===== src/sv/lifs_pkg.sv =====
// shared types and constants for the leaky integrate-and-fire layer
// used by lifs_cell, lifs_result_queue and lif_spiking_layer_top; no dependencies
`default_nettype none

package lifs_pkg;

    localparam int IN_DIM  = 16;
    localparam int OUT_DIM = 16;

    // bits of the per-cell weight index and of the cell number
    localparam int IN_W = ($clog2(IN_DIM) > 0) ? $clog2(IN_DIM) : 1;
    localparam int ID_W = ($clog2(OUT_DIM + 1) > 5) ? $clog2(OUT_DIM + 1) : 5;

    // only the first neurons appear in the spike mask
    localparam int MASK_W  = 16;
    localparam int COUNT_W = 5;

    // cycles from an accepted request until the last cell has reported
    localparam int LAT   = OUT_DIM + 6;
    localparam int LAT_W = $clog2(LAT + 1);

    localparam int LEAK_W   = 16;
    localparam int THRESH_W = 31;

    typedef enum logic [1:0] {
        CMD_WEIGHT  = 2'd0,
        CMD_BIAS    = 2'd1,
        CMD_CLEAR   = 2'd2,
        CMD_ELEMENT = 2'd3
    } cmd_t;

    typedef enum logic {
        REG_LEAK   = 1'b0,
        REG_THRESH = 1'b1
    } reg_idx_t;

    // request as it travels down the row of neurons
    typedef struct packed {
        logic                valid;
        cmd_t                cmd;
        logic [3:0]          nidx;
        logic [IN_W-1:0]     in_sel;
        logic                in_ok;
        logic signed [15:0]  q88;
        logic signed [31:0]  data;
        logic                last;
    } token_t;

    // spike report gathered cell by cell
    typedef struct packed {
        logic               valid;
        logic [MASK_W-1:0]  mask;
        logic [COUNT_W-1:0] count;
    } res_t;

endpackage

`default_nettype wire


===== src/sv/lifs_cell.sv =====
// one neuron of the layer: weight row, bias, accumulator, membrane and update pipeline
// depends on lifs_pkg
`default_nettype none

module lifs_cell (
    input  wire logic                          aclk,
    input  wire logic                          aresetn,
    input  wire logic [lifs_pkg::ID_W-1:0]     cell_id,
    input  wire logic [lifs_pkg::LEAK_W-1:0]   leak_factor,
    input  wire logic [lifs_pkg::THRESH_W-1:0] fire_threshold,
    input  wire lifs_pkg::token_t              tok_in,
    output      lifs_pkg::token_t              tok_out,
    input  wire lifs_pkg::res_t                res_in,
    output      lifs_pkg::res_t                res_out
);
    import lifs_pkg::*;

    token_t tok_reg;

    logic signed [15:0] wt_mem [IN_DIM];
    logic signed [15:0] wt_rd_reg;
    logic signed [15:0] x_reg;
    logic signed [31:0] prod_reg;
    logic signed [31:0] bias_reg;
    logic signed [47:0] acc_reg, acc_next;
    logic signed [31:0] mem_reg, mem_next;
    logic signed [48:0] decay_reg, decay_next;
    logic signed [48:0] base_reg, base_next;
    logic signed [31:0] m_reg, m_next;
    res_t               res_reg, res_next;

    logic mac1_reg, mac2_reg;
    logic last1_reg, last2_reg, last3_reg, last4_reg, last5_reg;

    logic hit, wt_we, bias_we, mem_clr, mac0, last0;
    logic signed [48:0] acc_sum;
    logic signed [49:0] m_sum;
    logic               fire, report;

    assign tok_out = tok_reg;
    assign res_out = res_reg;

    assign hit = (ID_W'(tok_reg.nidx) == cell_id);

    always_comb begin
        wt_we   = 1'b0;
        bias_we = 1'b0;
        mem_clr = 1'b0;
        mac0    = 1'b0;
        last0   = 1'b0;
        if (tok_reg.valid) begin
            unique case (tok_reg.cmd)
                CMD_WEIGHT:  wt_we   = hit && tok_reg.in_ok;
                CMD_BIAS:    bias_we = hit;
                CMD_CLEAR:   mem_clr = 1'b1;
                CMD_ELEMENT: begin
                    mac0  = tok_reg.in_ok;
                    last0 = tok_reg.last;
                end
                default: ;
            endcase
        end
    end

    // accumulator add, clamped to 48 bits
    always_comb begin
        acc_sum = {acc_reg[47], acc_reg} + {{17{prod_reg[31]}}, prod_reg};
        if (acc_sum[48] != acc_sum[47]) begin
            acc_sum[47:0] = acc_sum[48] ? {1'b1, 47'd0} : {1'b0, {47{1'b1}}};
        end
        acc_next = acc_reg;
        priority if (last3_reg) begin
            acc_next = '0;
        end else if (mac2_reg) begin
            acc_next = acc_sum[47:0];
        end
    end

    always_comb begin
        decay_next = mem_reg * $signed({1'b0, leak_factor});
        base_next  = {{17{bias_reg[31]}}, bias_reg} + {acc_reg[47], acc_reg};
    end

    // floor of the leak term plus bias and current, clamped to 32 bits
    always_comb begin
        m_sum = {{17{decay_reg[48]}}, decay_reg[48:16]} + {base_reg[48], base_reg};
        if (m_sum[49:31] == {19{1'b0}} || m_sum[49:31] == {19{1'b1}}) begin
            m_next = m_sum[31:0];
        end else begin
            m_next = m_sum[49] ? {1'b1, 31'd0} : {1'b0, {31{1'b1}}};
        end
    end

    always_comb begin
        // signed compare, a negative membrane never fires
        fire     = ($signed({m_reg[31], m_reg}) >= $signed({2'b00, fire_threshold}));
        report   = (cell_id < ID_W'(MASK_W));
        mem_next = mem_reg;
        priority if (mem_clr) begin
            mem_next = '0;
        end else if (last5_reg) begin
            mem_next = fire ? (m_reg - {1'b0, fire_threshold}) : m_reg;
        end
        res_next.valid = last5_reg;
        res_next.mask  = res_in.mask;
        res_next.count = res_in.count;
        if (fire && report) begin
            res_next.mask  = res_in.mask | (MASK_W'(1) << cell_id[3:0]);
            res_next.count = res_in.count + COUNT_W'(1);
        end
    end

    // weight row, read registered
    always_ff @(posedge aclk) begin
        if (wt_we) begin
            wt_mem[tok_reg.in_sel] <= tok_reg.q88;
        end
        wt_rd_reg <= wt_mem[tok_reg.in_sel];
    end

    always_ff @(posedge aclk) begin
        x_reg     <= tok_reg.q88;
        prod_reg  <= wt_rd_reg * x_reg;
        decay_reg <= decay_next;
        base_reg  <= base_next;
        m_reg     <= m_next;
        if (bias_we) begin
            bias_reg <= tok_reg.data;
        end
    end

    always_ff @(posedge aclk) begin
        if (!aresetn) begin
            tok_reg.valid <= 1'b0;
            res_reg.valid <= 1'b0;
            mac1_reg      <= 1'b0;
            mac2_reg      <= 1'b0;
            last1_reg     <= 1'b0;
            last2_reg     <= 1'b0;
            last3_reg     <= 1'b0;
            last4_reg     <= 1'b0;
            last5_reg     <= 1'b0;
            acc_reg       <= '0;
            mem_reg       <= '0;
        end else begin
            tok_reg       <= tok_in;
            res_reg       <= res_next;
            mac1_reg      <= mac0;
            mac2_reg      <= mac1_reg;
            last1_reg     <= last0;
            last2_reg     <= last1_reg;
            last3_reg     <= last2_reg;
            last4_reg     <= last3_reg;
            last5_reg     <= last4_reg;
            acc_reg       <= acc_next;
            mem_reg       <= mem_next;
        end
    end

endmodule

`default_nettype wire


===== config.mk =====
export PLATFORM = sky130hd
export DESIGN_NAME = lifs_cell
export DESIGN_NICKNAME = d
export VERILOG_FILES = /design/src/sv/lifs_pkg.sv /design/src/sv/lifs_cell.sv
export SDC_FILE = /design/constraint.sdc
export NUM_CORES = 2
export LEC_CHECK = 0
export ABC_AREA = 1
export BUFFER_PORTS_ARGS = -buffer_cell sky130_fd_sc_hd__buf_4
export CAP_MARGIN = 20
export CORE_MARGIN = 2
export CORE_UTILIZATION = 35
export CTS_BUF_LIST = sky130_fd_sc_hd__clkbuf_8
export CTS_CLUSTER_SIZE = 24
export DETAILED_ROUTE_END_ITERATION = 8
export PLACE_DENSITY_LB_ADDON = 0.15
export SLEW_MARGIN = 5
export SYNTH_ARGS = -nofsm -noshare
export SYNTH_HDL_FRONTEND = slang
export SYNTH_SLANG_ARGS = --single-unit

===== constraint.sdc =====
create_clock -name aclk -period 11.7 [get_ports aclk]
set_input_delay 1.17 -clock aclk [delete_from_list [all_inputs] [get_ports aclk]]
set_output_delay 1.17 -clock aclk [all_outputs]
set_load 0.01 [all_outputs]

### Word-level counts from Yosys, hierarchy flattened

Memory sizes are Yosys's and may differ from the RTL's. A register that Yosys moved wholly into a read port is not among the register bits.
Index checks and enable logic that the tools add are counted.

* add/sub/neg operators: 5
* $mul: 2
* $lt $le $gt $ge: 2
* equality and inequality tests: 6
* shift-type cells: 1
* mux-type cells: 14
* bitwise operators: 2
* reductions and logical operators: 8

Operators with widths (count)
* 32-bit 2-to-1 mux: 3
* 48-bit 2-to-1 mux: 2
* 33-bit by 49-bit adder with 50-bit output: 1
* 32-bit by 48-bit adder with 49-bit output: 1
* 48-bit by 32-bit adder with 49-bit output: 1
* 32-bit by 17-bit multiplier with 49-bit output: 1
* 32-bit >= comparator: 1
* 16-bit by 16-bit multiplier with 32-bit output: 1
* 32-bit by 31-bit subtractor with 32-bit output: 1
* 21-bit 2-to-1 mux: 1
* 19-bit == test, second input constant: 1
* 19-bit zero test: 1
* 16-bit bitwise OR: 1
* 1-bit by 4-bit left shift with 16-bit output, first input constant: 1
* 1-bit 2-to-1 mux: 8
* 5-bit by 1-bit adder with 5-bit output, second input constant: 1
* 4-bit by 5-bit == test with 1-bit output: 1
* 5-bit less-than comparator, second input constant: 1
* 2-bit == test, second input constant: 2
* 2-bit OR reduction: 2
* 3-bit AND reduction: 1
* 2-bit by 1-bit == test with 1-bit output, second input constant: 1
* 1-bit logical AND: 2
* 2-bit zero test: 1
* 3 further kinds: 3

* flip-flop bits (word level): 380
* RAM bits: 256
* output and inout bits: 83
* memories kept: 1

Memories
* wt_mem: depth 16, width 16, read ports 1, clocked after Yosys merged registers in 1, wr ports 1, line lifs_cell.sv:20 `logic signed [15:0] wt_mem [IN_DIM];`

### Logic depth before layout (Yosys ltp)

* word-level depth: 6
* gate-level depth with buffers: 27

### Least setup slack after synthesis

OpenSTA, ideal clock, no wires.

* kind: input-to-reg
* start point: in leak_factor[3] (netlist name)
* end point: reg decay_reg[48]
* arrival time: 6144 ps
* required time: 11573 ps
* setup slack: 5430 ps
* stages: 20
* buffers on the path: 1
* cell sequence: clkbuf_1 -> nand2_1 -> fa_1 -> fa_1 -> inv_1 -> fa_1 -> fa_1 -> fa_1 -> inv_1 -> fa_1 -> inv_1 -> ha_1 -> a21oi_1 -> o21a_1 -> o21ai_0 -> nand3_1 -> o311ai_0 -> a21oi_1 -> o21ai_0 -> xor2_1

* longest elaborated chain between the ends: 1

RTL lines
* start: declaration: line lifs_cell.sv:9 `input wire logic [lifs_pkg::LEAK_W-1:0] leak_factor,`
* 32-bit by 17-bit multiplier with 49-bit output: line lifs_cell.sv:80 `decay_next = mem_reg * $signed({1'b0, leak_factor});`
* named net decay_next[48]: line lifs_cell.sv:27 `logic signed [48:0] decay_reg, decay_next;`
* end signal: assignment: line lifs_cell.sv:124 `decay_reg <= decay_next;`
* end: declaration: line lifs_cell.sv:27

The timed path passes the listed nets, and every way through them passes these cells.
A chain may end at the register's enable or synchronous reset.

### Worst setup path in the final report

* start point: reg mem_reg[14]
* end point: reg decay_reg[35]

* longest elaborated chain between the ends: 1

RTL lines
* start: declaration: line lifs_cell.sv:26 `logic signed [31:0] mem_reg, mem_next;`
* start signal: assignment: line lifs_cell.sv:156 `mem_reg <= mem_next;`
* 32-bit by 17-bit multiplier with 49-bit output: line lifs_cell.sv:80
* named net decay_next[35]: line lifs_cell.sv:27

The timed path passes the listed nets, and every way through them passes these cells.

==> run summary <==
In the routed layout, each cell is associated on average with a via count of approximately 4.8. The area added between synthesis and finish is 10.5%. The count of flip-flops with a built-in enable after synthesis came out at about 370.

The number of global-route vias before repair is ~50,000. The worst slew margin relative to its limit is between 20% and 30%. The number of nets in the final layout came out at slightly below 9,000. The number of iterations in the first detailed-routing pass came out at 5.

The number of primary I/O pins is 220. The final critical path takes up roughly three fifths of the cycle. The worst-case hold slack came out at 0.423 ns. The post-synthesis net count is around 8,800. Hold repair after CTS inserted 0 buffers. The required time of the worst setup path came out at 12.42 ns.

The HPWL reported at the end of detailed placement is around 140 mm. The placeable core area came out at 0.176 mm2. After Yosys synthesis, full adders, half adders and majority gates account for 32.0% of the synthesized area. The register bit count reported by yosys came out at around 640. The critical path class is flip-flop to flip-flop. The final global-route overflow total is 0. The library cell used as clock root buffer is sky130_fd_sc_hd__clkbuf_8. The clock latency on the worst-skew pair came out at 0.86 ns. The filler cells instantiated in the layout total about 18,000. For this run, the register share of the synthesized area comes to about a quarter. The wire length of the first global-routing pass came out at 282 mm.

The number of gates resized after CTS was 0. The initial standard-cell utilization of the core came out at 35.1%. The die boundary width is 424 um. For flop-to-flop paths, the worst setup slack is 4.90 ns. By count the netlist is led by 1,813 x sky130_fd_sc_hd__nand2_1, 1,768 x sky130_fd_sc_hd__inv_1, 753 x sky130_fd_sc_hd__fa_1, 441 x sky130_fd_sc_hd__a21oi_1, 377 x sky130_fd_sc_hd__nor2_1. The dominant combinational cell family by area after synthesis is adder cells. Setup violations remaining at the end of the flow were counted as 0.

The largest net degree at the start of global routing is 66. The proportion of layout cells with a drive suffix above 1 is under 10%. Global routing used about 20% of the available tracks. The power per standard cell area is roughly 210 mW/mm2. The flow ran to the end, and the final reports show no timing, DRC or antenna violations. The total number of placement rows is 154. Sorting the synthesized cells by area gives the leading types as sky130_fd_sc_hd__fa_1 24%, sky130_fd_sc_hd__edfxtp_1 18%, sky130_fd_sc_hd__nand2_1 11%, sky130_fd_sc_hd__inv_1 11%, sky130_fd_sc_hd__dfxtp_1 8.7%. The per-instance average area after synthesis is around 8 um2. The total clock sinks came out at between 600 and 700. The number of warnings reported in the yosys synthesis log is 0. The number of buffers added on ports came out at 218. The H-tree depth is 3. The floorplan die height is roughly 420 um.

The total number of vias is 48,000. The clock skew came out at between 0.08 and 0.09 ns. The top achievable clock speed is between 100 and 150 MHz. The residual antenna-violating net count after detailed routing is 0. After detailed routing, the number of remaining DRC violations is 0. The number of slew-limit violations in the final report was 0.

TritonCTS built the clock tree. Routability-driven placement finished with a final weighted congestion of around 0.91. The total leakage power is ~35 nW. The post-detailed-route wirelength per cell is 17.6 um.

The area fraction of the dominant cell type after synthesis came out at around a quarter. The minimum clock period after layout is ~6.8 ns. The area share of xor/xnor cells in the synthesized design came out at roughly 3.1%. The element type at the critical path end is a flip-flop. STA classifies the critical path startpoint as a flip-flop. The primary flip-flop cell chosen by synthesis mapping is sky130_fd_sc_hd__edfxtp_1.

For the pin with the worst max-slew slack, the measured transition is 1.10 ns. The number of antenna violations at the first check in global routing was 4. Clock-pin slew was measured on the worst setup and hold paths at 0.06 ns. The worst IR drop on VDD is around 820 uV.

The detailed router finished its first iteration with 2,733 violations. The floorplan die area is 0.180 mm2. The longest clock path from root to sink contains 3 buffers. Across the run, the number of max-cap violations was 0. The signal arrival time at the worst endpoint came out at between 7 and 8 ns.

The compound-gate portion of the synthesized area came out at 9.07%. Among all cell types in the netlist, the one instantiated most often is sky130_fd_sc_hd__nand2_1. The synthesized netlist contains 56 unique library cells. The type of the most critical hold path is flip-flop to flip-flop. The flip-flop count of the largest register after layout is 256.

Along the worst path, the maximum fanout reaches 17. In the synthesized netlist, the number of instances is between 7,000 and 8,000. The final-report hold violation count came to 0. The synthesized netlist occupies a cell area of between 0.06 and 0.07 mm2. The number of buffers inserted to repair setup after CTS is 0. The multiplexer share of the synthesized area came out at 0%.

The post-synthesis cell type with the largest combined area is sky130_fd_sc_hd__fa_1. The simple-gate area share of the yosys netlist came out at about 17%. Setup repair after global routing left no endpoint under its margin.

The number of buffers added by the clock tree synthesis step came out at about 110. The wire length reported by the detailed router is between 150 and 200 mm. After synthesis, the share of flip-flops with an asynchronous set or reset is 0%. The final total negative setup slack came out at 0 ns.
-- area by class of cell --
cell class	count	area [um2]	area share, %
flip-flops and latches	636	16400	24.1
multi-input cells	4834	37500	55.1
well taps	2340	2930	4.30
inverters	1786	6700	9.84
diodes	4	10.0	0.0147
clock inverters	78	637	0.935
repair buffers	280	2120	3.11
clock buffers	130	1790	2.63
-- worst max-delay path, cell delays in order, from the launching register on --
cell and delay [ns]:
sky130_fd_sc_hd__dfxtp_1 0.96, sky130_fd_sc_hd__nand2_1 0.18, sky130_fd_sc_hd__fa_1 0.54, sky130_fd_sc_hd__fa_1 0.47, sky130_fd_sc_hd__fa_1 0.56, sky130_fd_sc_hd__inv_1 0.06
sky130_fd_sc_hd__fa_1 0.51, sky130_fd_sc_hd__fa_1 0.54, sky130_fd_sc_hd__inv_1 0.07, sky130_fd_sc_hd__fa_1 0.50, sky130_fd_sc_hd__inv_1 0.05, sky130_fd_sc_hd__ha_1 0.40
sky130_fd_sc_hd__nand2_1 0.14, sky130_fd_sc_hd__o21ai_0 0.26, sky130_fd_sc_hd__a21boi_0 0.17, sky130_fd_sc_hd__o21ai_0 0.10, sky130_fd_sc_hd__a21oi_1 0.10, sky130_fd_sc_hd__o31ai_1 0.59
sky130_fd_sc_hd__nand2_1 0.10, sky130_fd_sc_hd__nand2_1 0.10, sky130_fd_sc_hd__xor2_1 0.26
-- report_power, final --
part           internal [W]  switching, W  total (W)  leakage (nW)
registers           0.00264      0.000169    0.00281          5.59
logic               0.00363       0.00552    0.00916          28.3
clock network       0.00122      0.000969    0.00219          1.40
total               0.00750       0.00666     0.0142          35.3
-- per-layer routing --
metal	global-route usage [%]	up-vias	part of all wire, %	wire length [um]
li1	-	23300	-	-
met1	26.3	23400	45	79700
met2	35.0	962	49	86500
met3	2.11	238	3.6	6420
met4	5.76	0	2.7	4740
met5	0	-	0	0
-- cell families after synthesis --
logic type | count (synthesis)
and+or+nand+nor | 2531
adders and majority gates | 1127
AOI/OAI and AO/OA | 960
DFF | 636
buffers and inverters | 2038
xor gates and xnor gates | 216
-- cell usage in the layout (no fill, tap or decap), drive strengths merged, types with 9 or more instances in the layout --
cell       n
a21boi    13
a21o      26
a21oi    442
a22oi    128
a31o      17
a31oi     42
and3      12
buf      280
bufinv     9
clkbuf   130
clkinv    24
dfxtp    267
edfxtp   369
fa       753
ha       374
inv     1830
nand2   1827
nand3    144
nand4     52
nor2     398
nor3      55
o211ai    30
o21a      16
o21ai    204
o21bai    25
or2       15
or4       16
xnor2     84
xor2     132
-- worst paths after layout --
| check | startpoint | endpoint | cells past startpoint |
|---|---|---|---|
| worst max-delay path | mem_reg[14]$_SDFFE_PP0P_ | decay_reg[35]$_DFF_P_ | 20 |
| worst min-delay path | mac1_reg$_SDFF_PN0_ | mac2_reg$_SDFF_PN0_ | 2 |
| worst max register to register | mem_reg[14]$_SDFFE_PP0P_ | decay_reg[35]$_DFF_P_ | 20 |
| worst min register to register | mac1_reg$_SDFF_PN0_ | mac2_reg$_SDFF_PN0_ | 2 |
-- per-stage QoR --
step / setup WS [ns] / cell area [um2] / total power, W / util [%] / cells
3_5_place_dp: 4.39 / 65700 / 0.0122 / 37.4 / 9875
2_1_floorplan: 5.43 / 61700 / 0.00976 / - / 7508
5_1_grt: 4.56 / 68100 / 0.0158 / 38.8 / 10100
6_report: 4.90 / 68100 / 0.0142 / 38.8 / 10100
4_1_cts: 4.92 / 68100 / 0.0145 / 38.8 / 10100
3_3_place_gp: 4.36 / 65700 / 0.0121 / 37.4 / 9874
Power figures use the tool's default switching activity.
