File: src/sv/lifs_pkg.sv
// shared types and constants for the leaky integrate-and-fire layer
// used by lifs_cell, lifs_result_queue and lif_spiking_layer_top; no dependencies
`default_nettype none

package lifs_pkg;

    localparam int IN_DIM  = 16;
    localparam int OUT_DIM = 16;

    // bits of the per-cell weight index and of the cell number
    localparam int IN_W = ($clog2(IN_DIM) > 0) ? $clog2(IN_DIM) : 1;
    localparam int ID_W = ($clog2(OUT_DIM + 1) > 5) ? $clog2(OUT_DIM + 1) : 5;

    // only the first neurons appear in the spike mask
    localparam int MASK_W  = 16;
    localparam int COUNT_W = 5;

    // cycles from an accepted request until the last cell has reported
    localparam int LAT   = OUT_DIM + 6;
    localparam int LAT_W = $clog2(LAT + 1);

    localparam int LEAK_W   = 16;
    localparam int THRESH_W = 31;

    typedef enum logic [1:0] {
        CMD_WEIGHT  = 2'd0,
        CMD_BIAS    = 2'd1,
        CMD_CLEAR   = 2'd2,
        CMD_ELEMENT = 2'd3
    } cmd_t;

    typedef enum logic {
        REG_LEAK   = 1'b0,
        REG_THRESH = 1'b1
    } reg_idx_t;

    // request as it travels down the row of neurons
    typedef struct packed {
        logic                valid;
        cmd_t                cmd;
        logic [3:0]          nidx;
        logic [IN_W-1:0]     in_sel;
        logic                in_ok;
        logic signed [15:0]  q88;
        logic signed [31:0]  data;
        logic                last;
    } token_t;

    // spike report gathered cell by cell
    typedef struct packed {
        logic               valid;
        logic [MASK_W-1:0]  mask;
        logic [COUNT_W-1:0] count;
    } res_t;

endpackage

`default_nettype wire

File: src/sv/lifs_result_queue.sv
// two-entry queue of spike reports in front of the result channel
// depends on lifs_pkg
`default_nettype none

module lifs_result_queue (
    input  wire logic                         aclk,
    input  wire logic                         aresetn,
    input  wire lifs_pkg::res_t               push,
    output      logic                         full,
    output      logic                         out_valid,
    input  wire logic                         out_ready,
    output      logic [lifs_pkg::MASK_W-1:0]  out_mask,
    output      logic [lifs_pkg::COUNT_W-1:0] out_count
);
    import lifs_pkg::*;

    logic [MASK_W-1:0]  mask_reg  [2];
    logic [COUNT_W-1:0] count_reg [2];
    logic               wr_ptr_reg, wr_ptr_next;
    logic               rd_ptr_reg, rd_ptr_next;
    logic [1:0]         fill_reg, fill_next;
    logic               pop;

    assign out_valid = (fill_reg != 2'd0);
    assign full      = (fill_reg == 2'd2);
    assign out_mask  = mask_reg[rd_ptr_reg];
    assign out_count = count_reg[rd_ptr_reg];
    assign pop       = out_valid && out_ready;

    always_comb begin
        wr_ptr_next = push.valid ? ~wr_ptr_reg : wr_ptr_reg;
        rd_ptr_next = pop ? ~rd_ptr_reg : rd_ptr_reg;
        fill_next   = fill_reg + {1'b0, push.valid} - {1'b0, pop};
    end

    always_ff @(posedge aclk) begin
        if (push.valid) begin
            mask_reg[wr_ptr_reg]  <= push.mask;
            count_reg[wr_ptr_reg] <= push.count;
        end
    end

    always_ff @(posedge aclk) begin
        if (!aresetn) begin
            wr_ptr_reg <= 1'b0;
            rd_ptr_reg <= 1'b0;
            fill_reg   <= 2'd0;
        end else begin
            wr_ptr_reg <= wr_ptr_next;
            rd_ptr_reg <= rd_ptr_next;
            fill_reg   <= fill_next;
        end
    end

endmodule

`default_nettype wire

File: config.mk
export PLATFORM = sky130hd
export DESIGN_NAME = lifs_result_queue
export DESIGN_NICKNAME = d
export VERILOG_FILES = /design/src/sv/lifs_pkg.sv /design/src/sv/lifs_result_queue.sv
export SDC_FILE = /design/constraint.sdc
export NUM_CORES = 1
export LEC_CHECK = 0
export ABC_AREA = 0
export BUFFER_PORTS_ARGS = -buffer_cell sky130_fd_sc_hd__buf_2
export CAP_MARGIN = 20
export CORE_AREA = 4 4 89 49
export CTS_CLUSTER_SIZE = 40
export DETAILED_ROUTE_END_ITERATION = 8
export DIE_AREA = 0 0 93 53
export PLACE_DENSITY = 0.87
export SLEW_MARGIN = 15
export SYNTH_ARGS = -nofsm -noshare
export SYNTH_HDL_FRONTEND = slang
export SYNTH_SLANG_ARGS = --single-unit
File: constraint.sdc
create_clock -name aclk -period 2.2 [get_ports aclk]
set_input_delay 0.33 -clock aclk [delete_from_list [all_inputs] [get_ports aclk]]
set_output_delay 0.33 -clock aclk [all_outputs]
set_load 0.03 [all_outputs]
After elaboration in Yosys (flattened, before gate mapping). Memories as Yosys holds them, arrays and structs flattened. A register that Yosys moved wholly into a read port is not among the register bits. Index checks and enable logic that the tools add are counted.

Muxes and demuxes: 6. Divide/modulo/power cells: 0. Bitwise operators: 2. Reduce and logical (&&, ||, !) cells: 2. Magnitude comparators: 0. Shifts and indexed selects: 0. Add/subtract/negate cells: 2. Multiply operators: 0. Equality and inequality tests: 1.

Operators with widths (number): 2-to-1 mux 1 bit (6); adder 2 x 1 -> 2 bit (1); == test 2 bit, second input constant (1); NOT 1 bit (2); nonzero test 2 bit (1); subtractor 2 x 1 -> 2 bit (1); logical AND 1 bit (1).

Bits in writable memories: 42. Bits of input ports: 25. Memories kept: 2. Latch bits: 0. Bits in read-only memories: 0. Register bits after elaboration: 4. Logic and storage cells: 18. Output and inout port bits: 23.

Memories: mask_reg (depth 2, bits a word 16, rd ports 1, clocked after memory_dff 1, wr ports 1, RTL line lifs_result_queue.sv:17) `logic [MASK_W-1:0] mask_reg [2];`; count_reg (depth 2, bits a word 5, rd ports 1, clocked after memory_dff 1, wr ports 1, RTL line lifs_result_queue.sv:18) `logic [COUNT_W-1:0] count_reg [2];`.

Longest topological paths before layout. Gate-level depths: netlist of run 1.

Depth in word-level cells: 4. Gate-level depth with buffers: 6. Gate-level depth less buffers: 6.

Least setup slack after synthesis of run 1. No wires, ideal clock.

Path type: input to register. Start point: input port push[21] in the netlist's numbering. End point: memory count_reg[0][0], enable pin. Required time: 1797 ps. Library setup time: 403 ps. Arrival time: 1339 ps. Path buffers: 0. Path slack: 459 ps. Cell stages on the path: 1. Cells stage by stage: nor2b_1.

Word-level cells in the longest chain between the ends: 2.

Ends and longest elaborated chain: start: declaration (RTL line lifs_result_queue.sv:8) `input wire lifs_pkg::res_t push,`; 2-to-1 mux 1 bit (RTL line lifs_result_queue.sv:37) `if (push.valid) begin`; 2-to-1 mux 1 bit (implied by the code) (RTL line lifs_result_queue.sv:39) `count_reg[wr_ptr_reg] <= push.count;`; end: declaration (RTL line lifs_result_queue.sv:18).

Every way passes these cells.

==> results.py, run 1 <==
metrics = {
    "status": {
        "status": "finished clean",
    },
    "sta": {
        "finalCritPeriodShare_pct": 87.62,
        "hold_violations": 0,
        "finalSetupViolCount": 0,
        "tns_ns": 0,
        "worst_slew_pin_slew_ns": 0.4134,
        "drv_slew": 0,
        "skew_ns": 0.008289,
        "timing.hold.ws_ns": 0.2271,
        "slew_headroom_pct": 72.40,
        "max_freq_mhz": 518.8,
        "layout_min_cycle_time_ns": 1.928,
        "grt_setup_unrepaired": "false",
    },
    "clock_tree": {
        "post_cts_resize_count": 0,
        "cts_sinks": 47,
        "clock-root-buffer": "clkbuf_8",
        "htreeDepth": 2,
        "cts.clk_slew.worst_paths_ns": 0.08,
        "hold_buffers": 0,
        "insertion_delay_ns": 0.29,
        "postCtsSetupBuffers": 0,
        "cts_buffers": 5,
        "cts_tree": "yes",
        "cts_buffer_depth": 2,
    },
    "power": {
        "p_sw_uw": 698.2,
        "power.total_mw": 2.228,
        "p_clk_share_pct": 21.9,
        "p_leak_nw": 0.8393,
        "pwr-share-comb_pct": 29.0,
        "seq_power_share_pct": 49.1,
        "power_density_nw_per_um2": 1029,
        "p_int_mw": 1.530,
        "peakVddDrop_mv": 0.4912,
        "switching_share_pct": 31.34,
    },
    "layout": {
        "area_growth_pct": 23.13,
        "post_route_cells_drive_above_1_share_pct": 40.97,
        "largest_reg_flops": 32,
        "nets": 170,
        "n_antenna_cell": 0,
        "nFillCells": 311,
        "post-route-util_pct": 58.76,
    },
    "floorplanning": {
        "io_pins": 48,
        "fp.dieArea_um2": 4929,
        "fp.dieW_um": 93,
        "core-area_um2": 3684,
        "die_h_um": 53,
        "start_util_pct": 47.72,
        "num_rows": 16,
    },
    "worst_setup_path": {
        "crit_arrival_ns": 1.60,
        "cp.required_ns": 1.87,
        "endpoint_kind": "primary output",
        "critPathMaxFanout": 14,
        "start_kind": "register",
        "crit_type": "register to primary output",
    },
    "logic_synthesis": {
        "syn_avg_cell_area_um2": 19.98,
        "synth-seq-cells": 47,
        "synth_top_area_share_pct": 71.74,
        "syn_area_um2": 1758,
        "synth_top_cell_by_area": "edfxtp_1",
        "ys_types": 16,
        "synth_cells": 88,
        "synth_area_leaders": "edfxtp_1, mux2_1, dfxtp_1",
        "yosysWarnings": 0,
        "syn-num-nets": 115,
        "ys_seq_area_share_pct": 77.44,
    },
    "detailed_routing": {
        "route.detailed.drc": 0,
        "drtIter0Drc": 17,
        "firstDrtPassIters": 4,
        "vias_per_cell": 4.596,
        "wl_per_cell_um": 15.42,
        "vias": 910,
        "drtAntennaViolNets": 0,
        "routed_wl_um": 3053,
    },
    "placement": {
        "port_buffers": 47,
        "hpwl_um": 2179,
        "place.gp.congestion": 0.6361,
    },
    "global_route": {
        "grt_pass1_vias": 1009,
        "grt-ovfl-total": 0,
        "antenna_found_initial": 0,
        "track_usage_pct": 13.52,
        "grt_pass1_wl_um": 4816,
        "grt_max_degree": 22,
    },
    "run": {
        "cap_violations": 0,
    },
    "worst_hold_path": {
        "hold_class": "input port to register",
    },
}
==> kinds of logic after synthesis <==
| family | synth area share (%) |
|---|---|
| xor+xnor | 1.281 |
| buf+inv | 1.281 |
| fa+ha+maj | 1.423 |
| flops | 77.44 |
| mux | 14.59 |
| compound gates | 0.9255 |
| simple gates | 3.060 |
==> layer usage <==
layer	track usage, %	share of wire (%)
met2	24.91	50
met1	14.76	42
met5	0	0
met4	5.353	0.88
met3	4.403	6.7
==> power groups by stage <==
stage / registers (mW) / clock network (mW) / logic [mW]
2_1_floorplan: 1.09 / 0 / 0.480
3_5_place_dp: 1.12 / 0 / 0.653
3_3_place_gp: 1.11 / 0 / 0.628
6_report: 1.09 / 0.488 / 0.646
4_1_cts: 1.10 / 0.495 / 0.657
5_1_grt: 1.11 / 0.541 / 0.688
==> worst paths after layout <==
path | from | to | slack [ns] | cells after the start
setup reg to reg | fill_reg[1] | fill_reg[1] | 0.70 | 6
hold / removal | push[11] | mask_reg[1][6] | 0.23 | 1
setup / recovery | register | out_mask[0] | 0.27 | 3
hold reg to reg | rd_ptr_reg | rd_ptr_reg | 0.52 | 2
==> synthesized netlist by cell type <==
library cell	instances
edfxtp_1	42
mux2_1	20
dfxtp_1	5
nor2b_1	4
and2_1	2
buf_4	2
ha_1	2
inv_1	2
mux2i_1	2
mux2_2	1
nand2_1	1
nand2b_1	1
o21a_1	1
o21a_2	1
or2_1	1
xnor3_1	1
==> cells in the final DEF, fill, tap and decap left out, types with 2 or more instances in the layout <==
master and instances:
and2_1 2, buf_4 2, clkbuf_1 2, ha_1 2
mux2i_1 2, nor2b_1 3, edfxtp_1 42, dfxtp_1 5
clkbuf_8 5, buf_2 47, inv_1 2, mux2_1 20
==> worst max-delay path, stage by stage (launching register included) <==
cell	delay [ns]
dfxtp_1	0.58
buf_12	0.21
mux2_1	0.33
buf_2	0.18
==> per-stage QoR <==
| step | instance area, um^2 | worst slack (ns) | std cells |
|---|---|---|---|
| after global routing | 2165 | 0.1659 | 198 |
| after detailed placement | 2083 | 0.5837 | 190 |
| after global placement | 2083 | 0.6099 | 190 |
| after floorplan | 1758 | 0.4588 | 88 |
| final | 2165 | 0.2724 | 198 |
| after CTS | 2165 | 0.2517 | 198 |
==> cell type report <==
type,instances,area (um^2),share of cell area (%)
Timing Repair Buffer,50,270.3,12.49
Clock buffer,7,76.32,3.526
Tap cell,54,67.56,3.121
Clock inverter,1,5.005,0.2312
Inverter,2,7.507,0.3468
Sequential cell,47,1361,62.89
Multi-Input combinational cell,37,376.6,17.40
Power figures use the tool's default switching activity.
==> inputs of run 2 (changes only) <==
--- a/config.mk
+++ b/config.mk
@@ -9,6 +9,7 @@
 export BUFFER_PORTS_ARGS = -buffer_cell sky130_fd_sc_hd__buf_2
 export CAP_MARGIN = 20
 export CORE_AREA = 4 4 89 49
+export CTS_BUF_LIST = sky130_fd_sc_hd__clkbuf_16
 export CTS_CLUSTER_SIZE = 40
 export DETAILED_ROUTE_END_ITERATION = 8
 export DIE_AREA = 0 0 93 53
==> run 2 against run 1 <==
  * Clock power up 42%
  * Clock skew down 0.0042 ns
  * Highest routed layer unchanged
  * Die area unchanged
  * Largest power group unchanged
==> results.py, run 2 (synthesis results as in run 1) <==
metrics = {
    "status": {
        "status": "finished clean",
    },
    "placement": {
        "hpwl_um": 2179,
        "dpl_cell_area_um2": 2083,
        "port_buffers": 47,
        "place.gp.congestion": 0.6361,
        "preCtsSetupSlack_ns": 0.5837,
    },
    "power": {
        "peakVddDrop_mv": 0.5647,
        "power.total_mw": 2.440,
        "p_leak_nw": 0.8733,
        "power_density_nw_per_um2": 1099,
    },
    "worst_setup_path": {
        "endpoint_kind": "primary output",
        "start_kind": "register",
        "crit_arrival_ns": 1.59,
        "cp.required_ns": 1.87,
        "critPathMaxFanout": 14,
        "crit_type": "register to primary output",
    },
    "layout": {
        "area_growth_pct": 26.33,
        "nets": 170,
        "layout_common_cells": "buf_2, edfxtp_1, mux2_1",
        "largest_reg_flops": 32,
        "stdcell_area_um2": 2221,
        "post_route_cells_drive_above_1_share_pct": 40.97,
        "final_common_cell": "buf_2",
        "n_antenna_cell": 0,
    },
    "floorplanning": {
        "io_pins": 48,
        "die_h_um": 53,
        "num_rows": 16,
        "fp.dieW_um": 93,
        "fp.dieArea_um2": 4929,
        "start_util_pct": 47.72,
        "core-area_um2": 3684,
    },
    "sta": {
        "slew_headroom_pct": 71.46,
        "layout_min_cycle_time_ns": 1.920,
        "skew_ns": 0.004135,
        "finalSetupViolCount": 0,
        "hold_violations": 0,
        "tns_ns": 0,
        "timing.final.ws_setup_ns": 0.2801,
        "grt_setup_unrepaired": "false",
        "timing.hold.ws_ns": 0.2406,
        "finalCritPeriodShare_pct": 87.27,
        "max_freq_mhz": 520.9,
        "drv_slew": 0,
        "worst_slew_pin_slew_ns": 0.4275,
    },
    "global_route": {
        "grt_max_degree": 22,
        "grt_pass1_wl_um": 4823,
        "track_usage_pct": 13.70,
        "grt-ovfl-total": 0,
        "antenna_found_initial": 0,
        "grt_pass1_vias": 999,
    },
    "clock_tree": {
        "insertion_delay_ns": 0.28,
        "cts_tree": "yes",
        "postCtsSetupBuffers": 0,
        "hold_buffers": 0,
        "cts_sinks": 47,
        "cts_buffers": 5,
        "clock-root-buffer": "clkbuf_16",
        "post_cts_resize_count": 0,
        "htreeDepth": 2,
        "cts.clk_slew.worst_paths_ns": 0.06,
        "cts_buffer_depth": 2,
    },
    "detailed_routing": {
        "drtIter0Drc": 16,
        "wl_per_cell_um": 15.61,
        "drtAntennaViolNets": 0,
        "vias_per_cell": 4.646,
        "firstDrtPassIters": 4,
        "route.detailed.drc": 0,
        "routed_wl_um": 3091,
        "vias": 920,
    },
    "run": {
        "cap_violations": 0,
    },
    "worst_hold_path": {
        "hold_class": "input port to register",
    },
}
run 2: cell types whose count changed in the layout (fill, tap and decap cells not counted):
cell / delta
clkbuf_1: -2
clkbuf_16: +5
clkbuf_8: -5
inv_1: +2
run 2: critical path, cell delays in order, from the launching register on:
cell     delay, ns
dfxtp_1       0.58
buf_12        0.21
mux2_1        0.33
buf_2         0.18
run 2: per-layer routing:
layer | track usage, % | vias up | routed length [um]
met3 | 4.830 | 4 | 192
li1 | - | 445 | -
met5 | 0 | - | 0
met2 | 25.03 | 28 | 1545
met4 | 5.839 | 0 | 38
met1 | 14.75 | 443 | 1315
run 2: worst paths after layout:
kind / start / endpoint / slack, ns / cells after the start
max: register / out_mask[0] / 0.28 / 3
min: push[11] / mask_reg[0][6] / 0.24 / 1
max reg2reg: fill_reg[1] / fill_reg[1] / 0.70 / 6
min reg2reg: rd_ptr_reg / rd_ptr_reg / 0.52 / 2
run 2: cell type report:
cell class,count,area (um^2)
clock buffer,5,125.1
clock inverter,3,12.51
timing repair buffer,50,270.3
inverter,2,7.507
fill,303,1463
sequential,47,1361
tap,54,67.56
multi-input combinational,37,376.6
run 2: stage by stage:
step | utilization [%] | std cells
CTS | 60.29 | 198
global route | 60.29 | 198
detailed placement | 56.56 | 190
global placement | 56.56 | 190
finish | 60.29 | 198
floorplan | - | 88
run 2: power breakdown:
| group | leakage, nW | switching, mW | internal [mW] |
|---|---|---|---|
| clock | 0.0762 | 0.285 | 0.410 |
| combinational | 0.362 | 0.387 | 0.260 |
| sequential | 0.436 | 0.0497 | 1.05 |
==> inputs of run 3 (changes only) <==
--- a/config.mk
+++ b/config.mk
@@ -8,11 +8,11 @@
 export ABC_AREA = 0
 export BUFFER_PORTS_ARGS = -buffer_cell sky130_fd_sc_hd__buf_2
 export CAP_MARGIN = 20
-export CORE_AREA = 4 4 89 49
+export CORE_AREA = 5 5 90 50
 export CTS_BUF_LIST = sky130_fd_sc_hd__clkbuf_16
 export CTS_CLUSTER_SIZE = 40
 export DETAILED_ROUTE_END_ITERATION = 8
-export DIE_AREA = 0 0 93 53
+export DIE_AREA = 0 0 95 55
 export PLACE_DENSITY = 0.87
 export SLEW_MARGIN = 15
 export SYNTH_ARGS = -nofsm -noshare
==> run 3 against run 2 <==
  * Power is 1.3% lower
  * Critical path depth stayed put
  * Routed wire length is 9.8% lower
  * Via count is 1.7% lower
  * Flip-flop and latch count stayed put
  * Maximum frequency is 10% higher
  * Clock skew is 0.0011 ns lower
  * Largest cell class unchanged
  * Register-to-register slack better by 0.05 ns
  * Non-clock buffer count stayed put
  * Sequential share of layout area is 0.31 points higher
  * Cell area is 0.51% lower
  * Sequential power hardly changed
==> results.py, run 3 (synthesis results as in run 1) <==
metrics = {
    "status": {
        "status": "finished clean",
    },
    "placement": {
        "hpwl_um": 2042,
        "place_inst": 190,
        "place.gp.congestion": 0.5974,
        "port_buffers": 47,
    },
    "sta": {
        "tns_ns": 0,
        "max_freq_mhz": 574.0,
        "skew_ns": 0.002986,
        "slew_headroom_pct": 69.77,
        "worst_slew_pin_slew_ns": 0.4513,
        "hold_violations": 0,
        "grt_setup_unrepaired": "false",
        "finalSetupViolCount": 0,
        "finalCritPeriodShare_pct": 79.18,
        "layout_min_cycle_time_ns": 1.742,
        "drv_slew": 0,
    },
    "global_route": {
        "track_usage_pct": 12.10,
        "grt_pass1_wl_um": 4367,
        "grt_pass1_vias": 966,
        "grt_max_degree": 22,
        "grt-ovfl-total": 0,
        "antenna_found_initial": 0,
    },
    "worst_setup_path": {
        "crit_type": "register to primary output",
        "reg2reg_from": "fill_reg[1]",
        "endpoint_kind": "primary output",
        "cp_slowest_cell": "mux2_1",
        "path_buf_inv": 2,
        "r2r_end": "fill_reg[1]",
        "cp_cell_sequence": "buf_4 -> mux2_1 -> buf_2",
        "critPathMaxFanout": 21,
        "start_kind": "register",
        "cp.required_ns": 1.87,
        "crit_arrival_ns": 1.41,
        "crit_family": "buffers and inverters",
        "rr_worst_depth": 6,
        "reg2reg_slack_ns": 0.75,
        "slowest_delay_ns": 0.36,
    },
    "floorplanning": {
        "die_h_um": 55,
        "core-area_um2": 3684,
        "num_rows": 16,
        "fp.dieW_um": 95,
        "io_pins": 48,
        "fp.dieArea_um2": 5225,
        "start_util_pct": 47.72,
    },
    "layout": {
        "post_route_cells_drive_above_1_share_pct": 41.96,
        "final_cells": 197,
        "largest_reg_flops": 32,
        "final_common_cell": "buf_2",
        "area_growth_pct": 25.69,
        "nets": 170,
        "n_antenna_cell": 0,
        "layout_common_cells": "buf_2, edfxtp_1, mux2_1",
    },
    "clock_tree": {
        "postCtsSetupBuffers": 0,
        "hold_buffers": 0,
        "insertion_delay_ns": 0.28,
        "htreeDepth": 2,
        "clock-root-buffer": "clkbuf_16",
        "cts.clk_slew.worst_paths_ns": 0.06,
        "cts_tree": "yes",
        "cts_sinks": 47,
        "cts_buffer_depth": 2,
        "cts_buffers": 5,
        "post_cts_resize_count": 0,
    },
    "power": {
        "power_density_nw_per_um2": 1090,
        "p_clk_share_pct": 28.7,
        "switching_share_pct": 29.09,
        "p_int_mw": 1.709,
        "peakVddDrop_mv": 0.5068,
        "p_sw_uw": 700.7,
        "pwr-share-comb_pct": 26.5,
        "p_leak_nw": 0.8636,
        "seq_power_share_pct": 44.8,
    },
    "worst_hold_path": {
        "min_from": "push[14]",
        "holdPathEnd": "mask_reg[1][9]",
        "hold_class": "input port to register",
        "hold_depth": 1,
    },
    "detailed_routing": {
        "firstDrtPassIters": 2,
        "wl_per_cell_um": 14.16,
        "vias": 904,
        "drtAntennaViolNets": 0,
        "route.detailed.drc": 0,
        "routed_wl_um": 2789,
        "drtIter0Drc": 40,
        "vias_per_cell": 4.589,
    },
    "run": {
        "cap_violations": 0,
    },
}
## run 3: worst max path at each step
stage | from | end | slack, ns | cells after the start
after floorplan | push[21] | count_reg[0][0] | 0.46 | 1
after global placement | push[21] | mask_reg[0][5] | 0.74 | 3
after detailed placement | push[21] | mask_reg[0][8] | 0.68 | 3
after CTS | register | out_mask[9] | 0.43 | 3
after global routing | register | out_count[2] | 0.38 | 3
final | register | out_mask[9] | 0.46 | 3
## run 3: layer usage
metal / up-vias / share of wire [%] / track usage [%] / wire length (um)
li1: 440 / - / - / -
met1: 429 / 39 / 11.08 / 1088
met2: 28 / 52 / 23.10 / 1459
met3: 7 / 7.0 / 4.459 / 195
met4: 0 / 1.6 / 8.612 / 44
met5: - / 0 / 0 / 0
## run 3: power groups by stage
stage / registers, mW / logic (mW) / clock network (mW)
floorplan: 1.09 / 0.480 / 0
global placement: 1.09 / 0.626 / 0
detailed placement: 1.10 / 0.651 / 0
CTS: 1.08 / 0.654 / 0.708
global route: 1.09 / 0.694 / 0.758
finish: 1.08 / 0.639 / 0.692
## run 3: worst register-to-register path, stage by stage (launching register included)
cell	delay, ns
dfxtp_1	0.34
o21a_2	0.25
ha_1	0.28
inv_1	0.06
ha_1	0.14
xnor3_1	0.21
nor2b_1	0.12
## run 3: through the flow
stage	total power [mW]	worst slack [ns]	utilization [%]	instance area (um^2)	hold WS, ns
6_report	2.409	0.4579	59.99	2210	0.2383
5_1_grt	2.538	0.3766	59.99	2210	0.2261
4_1_cts	2.441	0.4256	59.99	2210	0.2310
3_5_place_dp	1.749	0.6818	56.22	2071	0.4837
3_3_place_gp	1.717	0.7418	56.22	2071	0.4632
2_1_floorplan	1.572	0.4588	-	1758	0.4289
## run 3: cell type report
type,instances,area (um^2)
fill,287,1474
sequential,47,1361
multi-input combinational,37,376.6
timing repair buffer,50,257.7
clock buffer,5,125.1
tap,54,67.56
clock inverter,2,13.76
inverter,2,7.507
